`src/sv/atapk_pkg.sv`:
```
package atapk_pkg;

	// packet length default, handed to the top level parameter
	localparam int PKT_LEN_DEFAULT = 12;

	// reset value of the command delay
	localparam logic [15:0] DELAY_RESET = 16'd4096;

	// item operations
	localparam logic [2:0] OP_READ8   = 3'd0;
	localparam logic [2:0] OP_READ16  = 3'd1;
	localparam logic [2:0] OP_WRITE8  = 3'd2;
	localparam logic [2:0] OP_WRITE16 = 3'd3;
	localparam logic [2:0] OP_TICK    = 3'd4;

	// register selects
	localparam logic [2:0] REG_ALT      = 3'd0;
	localparam logic [2:0] REG_DATA     = 3'd1;
	localparam logic [2:0] REG_FEATURES = 3'd2;
	localparam logic [2:0] REG_SECTCNT  = 3'd3;
	localparam logic [2:0] REG_SECTNUM  = 3'd4;
	localparam logic [2:0] REG_BCLO     = 3'd5;
	localparam logic [2:0] REG_BCHI     = 3'd6;
	localparam logic [2:0] REG_STATUS   = 3'd7;

	// error codes
	localparam logic [1:0] ERR_NONE        = 2'd0;
	localparam logic [1:0] ERR_UNMAPPED    = 2'd1;
	localparam logic [1:0] ERR_UNKNOWN_CMD = 2'd2;
	localparam logic [1:0] ERR_OVERRUN     = 2'd3;

	// command codes
	localparam logic [7:0] CMD_PACKET       = 8'hA0;
	localparam logic [7:0] CMD_SET_FEATURES = 8'hEF;
	localparam logic [7:0] PKT_TEST_UNIT    = 8'h00;
	localparam logic [7:0] PKT_REQ_MODE     = 8'h11;

	// sense key zero, disc format eight in the high nibble
	localparam logic [7:0] SENSE_READY = 8'h80;

	// packet byte holding the requested length
	localparam int REQ_LEN_BYTE = 4;

	// status bit positions
	localparam int ST_BUSY  = 7;
	localparam int ST_READY = 6;
	localparam int ST_DRQ   = 3;

	typedef enum logic [1:0] {
		PEND_NONE   = 2'd0,
		PEND_ATA    = 2'd1,
		PEND_PACKET = 2'd2
	} pend_t;

	typedef struct packed {
		logic [2:0]  op;
		logic [2:0]  reg_sel;
		logic [15:0] write_data;
	} in_item_t;

	typedef struct packed {
		logic [15:0] read_data;
		logic        irq;
		logic [1:0]  error;
	} out_item_t;

endpackage

```
`src/sv/atapk_in_stage.sv`:
```
module atapk_in_stage (
	input  logic               clk,
	input  logic               arst_n,
	input  logic               in_valid,
	output logic               in_ready,
	input  atapk_pkg::in_item_t in_data,
	input  logic               advance,
	output logic               s1_valid,
	output atapk_pkg::in_item_t s1_item
);
	import atapk_pkg::*;

	logic     valid_s1;
	in_item_t item_s1;

	// stage is free when empty or draining this cycle
	assign in_ready = !valid_s1 || advance;

	// occupancy of the input stage
	always_ff @(posedge clk or negedge arst_n) begin
		if (!arst_n) begin
			valid_s1 <= 1'b0;
		end else if (in_ready) begin
			valid_s1 <= in_valid;
		end
	end

	// input beat payload
	always_ff @(posedge clk) begin
		if (in_valid && in_ready) begin
			item_s1 <= in_data;
		end
	end

	assign s1_valid = valid_s1;
	assign s1_item  = item_s1;

endmodule

```
`src/sv/atapk_out_stage.sv`:
```
module atapk_out_stage (
	input  logic                clk,
	input  logic                arst_n,
	input  logic                load,
	input  atapk_pkg::out_item_t result,
	output logic                space,
	output logic                out_valid,
	input  logic                out_ready,
	output atapk_pkg::out_item_t out_data
);
	import atapk_pkg::*;

	logic      valid_q;
	out_item_t data_q;

	// a new result may enter when empty or when the held beat leaves now
	assign space = !valid_q || out_ready;

	// occupancy of the result register
	always_ff @(posedge clk or negedge arst_n) begin
		if (!arst_n) begin
			valid_q <= 1'b0;
		end else if (space) begin
			valid_q <= load;
		end
	end

	// result beat payload
	always_ff @(posedge clk) begin
		if (load) begin
			data_q <= result;
		end
	end

	assign out_valid = valid_q;
	assign out_data  = data_q;

endmodule

```
`src/sv/atapk_core.sv`:
```
module atapk_core #(
	parameter int PACKET_LENGTH = atapk_pkg::PKT_LEN_DEFAULT
) (
	input  logic                clk,
	input  logic                arst_n,
	input  logic                advance,
	input  atapk_pkg::in_item_t  item,
	input  logic                cfg_we,
	input  logic [15:0]         cfg_wdata,
	output atapk_pkg::out_item_t result
);
	import atapk_pkg::*;

	localparam int FILL_W = $clog2(PACKET_LENGTH + 1);
	localparam int IDX_W  = $clog2(PACKET_LENGTH);
	localparam logic [FILL_W-1:0] PKT_LEN_F = FILL_W'(PACKET_LENGTH);
	localparam logic [FILL_W-1:0] FILL_ONE  = FILL_W'(1);

	// drive state
	logic [15:0]       delay_q;
	logic [7:0]        pkt_q [PACKET_LENGTH];
	logic [FILL_W-1:0] fill_q, fill_d;
	logic [7:0]        status_q, status_d;
	logic [7:0]        sense_q, sense_d;
	logic [15:0]       tc_q, tc_d;
	logic [7:0]        len_q, len_d;
	logic [7:0]        pos_q, pos_d;
	pend_t             kind_q, kind_d;
	logic [7:0]        code_q, code_d;
	logic [15:0]       ticks_q, ticks_d;
	logic              irq_q, irq_d;

	// packet byte writes
	logic             we0, we1;
	logic [IDX_W-1:0] idx0, idx1;
	logic [7:0]       wb, wb_hi;
	logic [FILL_W-1:0] fill_inc;
	logic [7:0]       pos_inc, pos_inc2;
	logic [15:0]      rd;
	logic [1:0]       err;

	assign wb       = item.write_data[7:0];
	assign wb_hi    = item.write_data[15:8];
	assign fill_inc = fill_q + FILL_ONE;
	assign pos_inc  = pos_q + 8'd1;
	assign pos_inc2 = pos_q + 8'd2;
	assign idx0     = fill_q[IDX_W-1:0];
	assign idx1     = fill_inc[IDX_W-1:0];

	// next state and result for one item
	always_comb begin
		rd       = 16'h0000;
		err      = ERR_NONE;
		fill_d   = fill_q;
		status_d = status_q;
		sense_d  = sense_q;
		tc_d     = tc_q;
		len_d    = len_q;
		pos_d    = pos_q;
		kind_d   = kind_q;
		code_d   = code_q;
		ticks_d  = ticks_q;
		irq_d    = irq_q;
		we0      = 1'b0;
		we1      = 1'b0;
		case (item.op)
			OP_READ8: begin
				case (item.reg_sel)
					REG_ALT:     rd = {8'h00, status_q};
					REG_SECTNUM: rd = {8'h00, sense_q};
					REG_BCLO:    rd = {8'h00, tc_q[7:0]};
					REG_BCHI:    rd = {8'h00, tc_q[15:8]};
					REG_STATUS: begin
						rd    = {8'h00, status_q};
						irq_d = 1'b0;
					end
					default:     err = ERR_UNMAPPED;
				endcase
			end
			OP_READ16: begin
				if (item.reg_sel != REG_DATA) begin
					err = ERR_UNMAPPED;
				end else if (pos_q >= len_q) begin
					err = ERR_OVERRUN;
				end else begin
					// one halfword of zeros, stopping at the block end
					pos_d = (pos_inc < len_q) ? pos_inc2 : pos_inc;
					if (pos_d == len_q) begin
						status_d[ST_BUSY]  = 1'b0;
						status_d[ST_DRQ]   = 1'b0;
						status_d[ST_READY] = 1'b1;
						irq_d              = 1'b1;
					end
				end
			end
			OP_WRITE8: begin
				case (item.reg_sel)
					REG_ALT: ;      // device control: interrupt not masked
					REG_FEATURES: ;
					REG_SECTCNT: ;
					REG_BCLO:    tc_d[7:0]  = wb;
					REG_BCHI:    tc_d[15:8] = wb;
					REG_STATUS: begin
						kind_d            = PEND_ATA;
						code_d            = wb;
						ticks_d           = delay_q;
						status_d[ST_BUSY] = 1'b1;
					end
					default:     err = ERR_UNMAPPED;
				endcase
			end
			OP_WRITE16: begin
				if (item.reg_sel != REG_DATA) begin
					err = ERR_UNMAPPED;
				end else if (fill_q >= PKT_LEN_F) begin
					err = ERR_OVERRUN;
				end else begin
					we0 = 1'b1;
					if (fill_inc < PKT_LEN_F) begin
						we1    = 1'b1;
						fill_d = fill_inc + FILL_ONE;
					end else begin
						fill_d = fill_inc;
					end
					// full packet arms the slot with its opcode byte
					if (fill_d >= PKT_LEN_F) begin
						kind_d            = PEND_PACKET;
						code_d            = pkt_q[0];
						ticks_d           = delay_q;
						status_d[ST_BUSY] = 1'b1;
						status_d[ST_DRQ]  = 1'b0;
					end
				end
			end
			OP_TICK: begin
				if (kind_q != PEND_NONE) begin
					if (ticks_q > 16'd1) begin
						ticks_d = ticks_q - 16'd1;
					end else begin
						ticks_d           = 16'd0;
						kind_d            = PEND_NONE;
						status_d[ST_BUSY] = 1'b0;
						case (kind_q)
							PEND_ATA: begin
								if (code_q == CMD_PACKET) begin
									fill_d           = '0;
									status_d[ST_DRQ] = 1'b1;
								end else if (code_q == CMD_SET_FEATURES) begin
									irq_d = 1'b1;
								end else begin
									err = ERR_UNKNOWN_CMD;
								end
							end
							default: begin
								if (code_q == PKT_TEST_UNIT) begin
									sense_d            = SENSE_READY;
									status_d[ST_DRQ]   = 1'b0;
									status_d[ST_READY] = 1'b1;
									irq_d              = 1'b1;
								end else if (code_q == PKT_REQ_MODE) begin
									len_d            = pkt_q[REQ_LEN_BYTE];
									pos_d            = 8'd0;
									tc_d             = {8'h00, pkt_q[REQ_LEN_BYTE]};
									status_d[ST_DRQ] = 1'b1;
									irq_d            = 1'b1;
								end else begin
									err = ERR_UNKNOWN_CMD;
								end
							end
						endcase
					end
				end
			end
			default: err = ERR_UNMAPPED;
		endcase
	end

	assign result.read_data = rd;
	assign result.irq       = irq_d;
	assign result.error     = err;

	// command delay register
	always_ff @(posedge clk or negedge arst_n) begin
		if (!arst_n) begin
			delay_q <= DELAY_RESET;
		end else if (cfg_we) begin
			delay_q <= cfg_wdata;
		end
	end

	// control state, updated once per item
	always_ff @(posedge clk or negedge arst_n) begin
		if (!arst_n) begin
			fill_q   <= '0;
			status_q <= 8'h00;
			sense_q  <= 8'h00;
			tc_q     <= 16'h0000;
			len_q    <= 8'h00;
			pos_q    <= 8'h00;
			kind_q   <= PEND_NONE;
			code_q   <= 8'h00;
			ticks_q  <= 16'h0000;
			irq_q    <= 1'b0;
		end else if (advance) begin
			fill_q   <= fill_d;
			status_q <= status_d;
			sense_q  <= sense_d;
			tc_q     <= tc_d;
			len_q    <= len_d;
			pos_q    <= pos_d;
			kind_q   <= kind_d;
			code_q   <= code_d;
			ticks_q  <= ticks_d;
			irq_q    <= irq_d;
		end
	end

	// packet bytes, no reset
	always_ff @(posedge clk) begin
		if (advance && we0) begin
			pkt_q[idx0] <= wb;
		end
		if (advance && we1) begin
			pkt_q[idx1] <= wb_hi;
		end
	end

	// fill never passes the packet length
	a_fill_bound: assert property (@(posedge clk) disable iff (!arst_n)
		fill_q <= PKT_LEN_F)
		else $error("packet fill beyond packet length");

	// data reads never step past the block end
	a_pos_bound: assert property (@(posedge clk) disable iff (!arst_n)
		pos_q <= len_q)
		else $error("read position beyond block length");

	// status read drops the interrupt
	a_status_clears_irq: assert property (@(posedge clk) disable iff (!arst_n)
		advance && item.op == OP_READ8 && item.reg_sel == REG_STATUS |=> !irq_q)
		else $error("interrupt still set after status read");

	// an overrun write leaves the packet fill alone
	a_overrun_holds: assert property (@(posedge clk) disable iff (!arst_n)
		advance && item.op == OP_WRITE16 && item.reg_sel == REG_DATA &&
		fill_q == PKT_LEN_F |=> $stable(fill_q))
		else $error("packet fill moved on overrun");

endmodule

```
`src/sv/ata_packet_drive_registers.sv`:
```
// channel | direction | handshake          | beat
// in      | input     | in_valid/in_ready   | in_data: op, reg_sel, write_data
// out     | output    | out_valid/out_ready | out_data: read_data, irq, error
// cfg     | input     | cfg_we              | cfg_wdata: command delay
//
// one beat per cycle sustained while the result side is ready; each beat is held in the input
// register and moves on to the result register once that register has space
// a single logic pass lies between those two registers
// arst_n clears all control state and sets the command delay to 4096
// a stalled result register holds the input register, which then drops ready
module ata_packet_drive_registers #(
	parameter int PACKET_LENGTH = atapk_pkg::PKT_LEN_DEFAULT
) (
	input  logic                clk,
	input  logic                arst_n,
	input  logic                in_valid,
	output logic                in_ready,
	input  atapk_pkg::in_item_t  in_data,
	output logic                out_valid,
	input  logic                out_ready,
	output atapk_pkg::out_item_t out_data,
	input  logic                cfg_we,
	input  logic [15:0]         cfg_wdata
);
	import atapk_pkg::*;

	logic      s1_valid;
	in_item_t  s1_item;
	logic      space;
	logic      advance;
	out_item_t result;

	// an item moves on when the result register can take it
	assign advance = s1_valid && space;

	atapk_in_stage u_in (
		.clk      (clk),
		.arst_n   (arst_n),
		.in_valid (in_valid),
		.in_ready (in_ready),
		.in_data  (in_data),
		.advance  (advance),
		.s1_valid (s1_valid),
		.s1_item  (s1_item)
	);

	atapk_core #(
		.PACKET_LENGTH (PACKET_LENGTH)
	) u_core (
		.clk       (clk),
		.arst_n    (arst_n),
		.advance   (advance),
		.item      (s1_item),
		.cfg_we    (cfg_we),
		.cfg_wdata (cfg_wdata),
		.result    (result)
	);

	atapk_out_stage u_out (
		.clk       (clk),
		.arst_n    (arst_n),
		.load      (advance),
		.result    (result),
		.space     (space),
		.out_valid (out_valid),
		.out_ready (out_ready),
		.out_data  (out_data)
	);

endmodule

```
`config.mk`:
```
export PLATFORM = sky130hd
export DESIGN_NAME = ata_packet_drive_registers
export DESIGN_NICKNAME = d
export VERILOG_FILES = /design/src/sv/atapk_pkg.sv /design/src/sv/atapk_in_stage.sv /design/src/sv/atapk_out_stage.sv /design/src/sv/atapk_core.sv /design/src/sv/ata_packet_drive_registers.sv
export SDC_FILE = /design/constraint.sdc
export NUM_CORES = 1
export LEC_CHECK = 0
export ABC_CLOCK_PERIOD_IN_PS = 6900
export BUFFER_PORTS_ARGS = -buffer_cell sky130_fd_sc_hd__buf_2
export CAP_MARGIN = 20
export CORE_MARGIN = 3
export CORE_UTILIZATION = 55
export DETAILED_ROUTE_END_ITERATION = 12
export GPL_TIMING_DRIVEN = 1
export PLACE_DENSITY = 0.7
export SLEW_MARGIN = 20
export SYNTH_ARGS = -nofsm -noshare
export SYNTH_HDL_FRONTEND = slang
export SYNTH_SLANG_ARGS = --single-unit
```
`constraint.sdc`:
```
create_clock -name clk -period 6.9 [get_ports clk]
set_clock_uncertainty 0.2 [all_clocks]
set_input_delay 1.38 -clock clk [delete_from_list [all_inputs] [get_ports clk]]
set_output_delay 1.38 -clock clk [all_outputs]
set_load 0.1 [all_outputs]
```
==> out/metrics.yaml <==
synth.area.top_cells: "dfrtp_1, edfxtp_1, mux2_2"
ys_seq_area_share_pct: 48.8
antennaDiodeCount: 0
antenna_left: 0
hold_viol: 0
endpoint_kind: "flop"
maxCapViolations: 0
die_h_um: 122
post-route-util_pct: 64.3
post_cts_buffers: 0
final_max_slew_viol_count: 0
io_pins: 64
dieArea_um2: 14800
worstPathMaxFanout: 11
ys.flop_type: "dfrtp_1"
yosys_register_bits: 134
area_delta_synth_final_pct: 12.1
regArea_um2: 3600
num_rows: 41
die_w_um: 122
hp-class: "reg2reg"
cts_root_buf: "clkbuf_16"
drc_errors: 0
clock-sinks: 134
grt_pass1_wl_mm: 28.1
antenna_found_initial: 0
setup.worst_path.start_class: "flop"
hold_path_depth: 1
tightestPinTransition_ns: 1.01
p_total_mw: 2.34
required_ns: 6.97
wire_per_inst_um: 18.3
routabilityCongestion: 0.968
start_util_pct: 57.3
synth_top_area_share_pct: 28.5
max_freq_mhz: 251
hold_buffers: 0
power.leakage_nw: 3.42
finalSetupViolCount: 0
vias_per_cell: 6.02
grt_max_degree: 55
rsz0062_at_grt: "false"
synthesis.area_um2: 7380
ys_warn_count: 0
clkTransAtPathRegs_ns: 0.06
ctsLongestPathBuffers: 2
place_area_um2: 7670
core_area_um2: 12900
synth_largest_area_cell: "dfrtp_1"
fin_nets: 831
layout_worst_path_cycle_share_pct: 57.7
grt_usage_pct: 24.3
worstPathArrival_ns: 4.06
synth-edff-count: 49
syn_avg_cell_area_um2: 10.2
insertion_delay_ns: 0.42
multiInputGateArea_um2: 3440
critPathKind: "reg2reg"
netlist-cell-type-count: 77
fin_tns_setup_ns: 0
hpwl_mm: 12.4
drive_above_1_share_pct: 19.3
synth_async_sr_flop_share_pct: 63.4
grt_pass1_vias: 5577
ctsHtreeMaxLevel: 4
finalCriticalPeriod_ns: 3.98
cts.repair.resized: 0
port-buffer-count: 55
power.density_nw_per_um2: 283
overflow: 0
syn_inst: 726
fillers: 1059
relSlewSlack_pct: 32.4
dr.first_iter.drc_count: 525
status: "finished, final reports clean"
vias: 5712
design_area_um2: 8270
vdd_drop_max_uv: 198
reg2reg_depth: 11
cts_buffers: 17
drt_pass1_iterations: 6
tritoncts: "done"
drt_wl_total_mm: 17.4
flip-flops by register name (all words and copies together) (netlist names), 2 cells and up:
name             count
u_core.tc_q         16
u_out.out_data      11
u_core.fill_q        4
u_core.code_q        8
u_core.len_q         8
u_core.ticks_q      16
u_in.s1_item        22
u_core.status_q      3
u_core.pos_q         8
u_core.kind_q        2
u_core.delay_q      16
u_core.pkt_q        16
metal layers:
metal	wire, um	global-route usage [%]	share of wire (%)
met5	0	0	0
met4	393	9.94	2.3
met3	937	4.55	5.4
met2	8450	39.1	49
met1	7570	32.7	44
cell usage in the layout, fill, tap and decap left out, drive strengths merged, types with 8 or more instances in the layout:
cell type	Yosys	layout
a21oi	52	52
a22oi	10	10
a31oi	15	15
and2	9	9
buf	25	58
clkbuf	21	18
conb	1	8
dfrtp	84	84
edfxtp	49	49
ha	24	24
inv	30	32
mux2	41	41
mux2i	11	11
nand2	57	57
nand2b	9	9
nand3	21	21
nor2	69	69
nor3	18	18
o21ai	63	63
xnor2	11	11
synthesized netlist by cell type, types with 9 or more instances:
master / count
a22oi_1: 9
nand2b_1: 9
o21ai_1: 29
a21oi_1: 50
ha_1: 24
clkbuf_1: 20
a31oi_1: 15
buf_4: 9
mux2_2: 41
xnor2_1: 11
mux2i_1: 11
nor3_1: 16
dfrtp_1: 84
inv_1: 30
buf_2: 11
nor2_1: 69
nand3_1: 21
edfxtp_1: 49
o21ai_0: 34
nand2_1: 55
cells by family (layout without fill, tap and decap cells):
kind of cell,count (synthesis),in the layout,synth area share (%)
compound gates,196,196,16.9
flops,134,134,48.8
simple gates,226,226,15.4
mux,53,53,8.05
buf+inv,77,121,4.99
fa+ha+maj,24,24,4.07
xor+xnor,15,15,1.78
other cells,1,8,0.0508
report_power, final:
group | switching [mW] | internal, mW
logic | 0.234 | 0.135
clock network | 0.352 | 0.571
registers | 0.108 | 0.942
metrics by stage:
step                hold slack (ns)  setup slack [ns]  instances
floorplan                     0.232              3.12        733
global placement              0.257              2.69        917
detailed placement            0.265              2.51        917
CTS                           0.277              2.94        949
global route                  0.283              2.61        949
finish                        0.282              2.92        949
path summary, 6_finish.rpt:
path                                   start                 end  slack, ns
max in group asynchronous             arst_n   u_core.ticks_q[7]       4.77
setup / recovery             u_core.pos_q[0]  u_core.status_q[3]       2.92
min in group asynchronous             arst_n       u_in.s1_valid       0.70
hold reg to reg            u_core.sense_q[7]   u_core.sense_q[7]       0.28
setup reg to reg             u_core.pos_q[0]  u_core.status_q[3]       2.92
hold / removal             u_core.sense_q[7]   u_core.sense_q[7]       0.28
final cells by class:
class / instances / area share [%]
clock buffer: 18 / 5.19
sequential: 134 / 43.5
clock inverter: 14 / 2.13
tap: 172 / 2.60
timing repair buffer: 58 / 3.63
multi-input combinational: 522 / 41.5
inverter: 31 / 1.41
critical path, cell delays in order, from the launching register on:
cell       delay (ns)
dfrtp_1          0.59
ha_1             0.34
nand3_1          0.12
xnor2_1          0.32
ha_1             0.29
o2111ai_1        0.42
a21oi_1          0.16
nor2_1           0.40
and3_1           0.23
o32ai_1          0.14
nor3_1           0.46
o21ai_0          0.17
No activity file was read; power rests on OpenSTA's default activity.
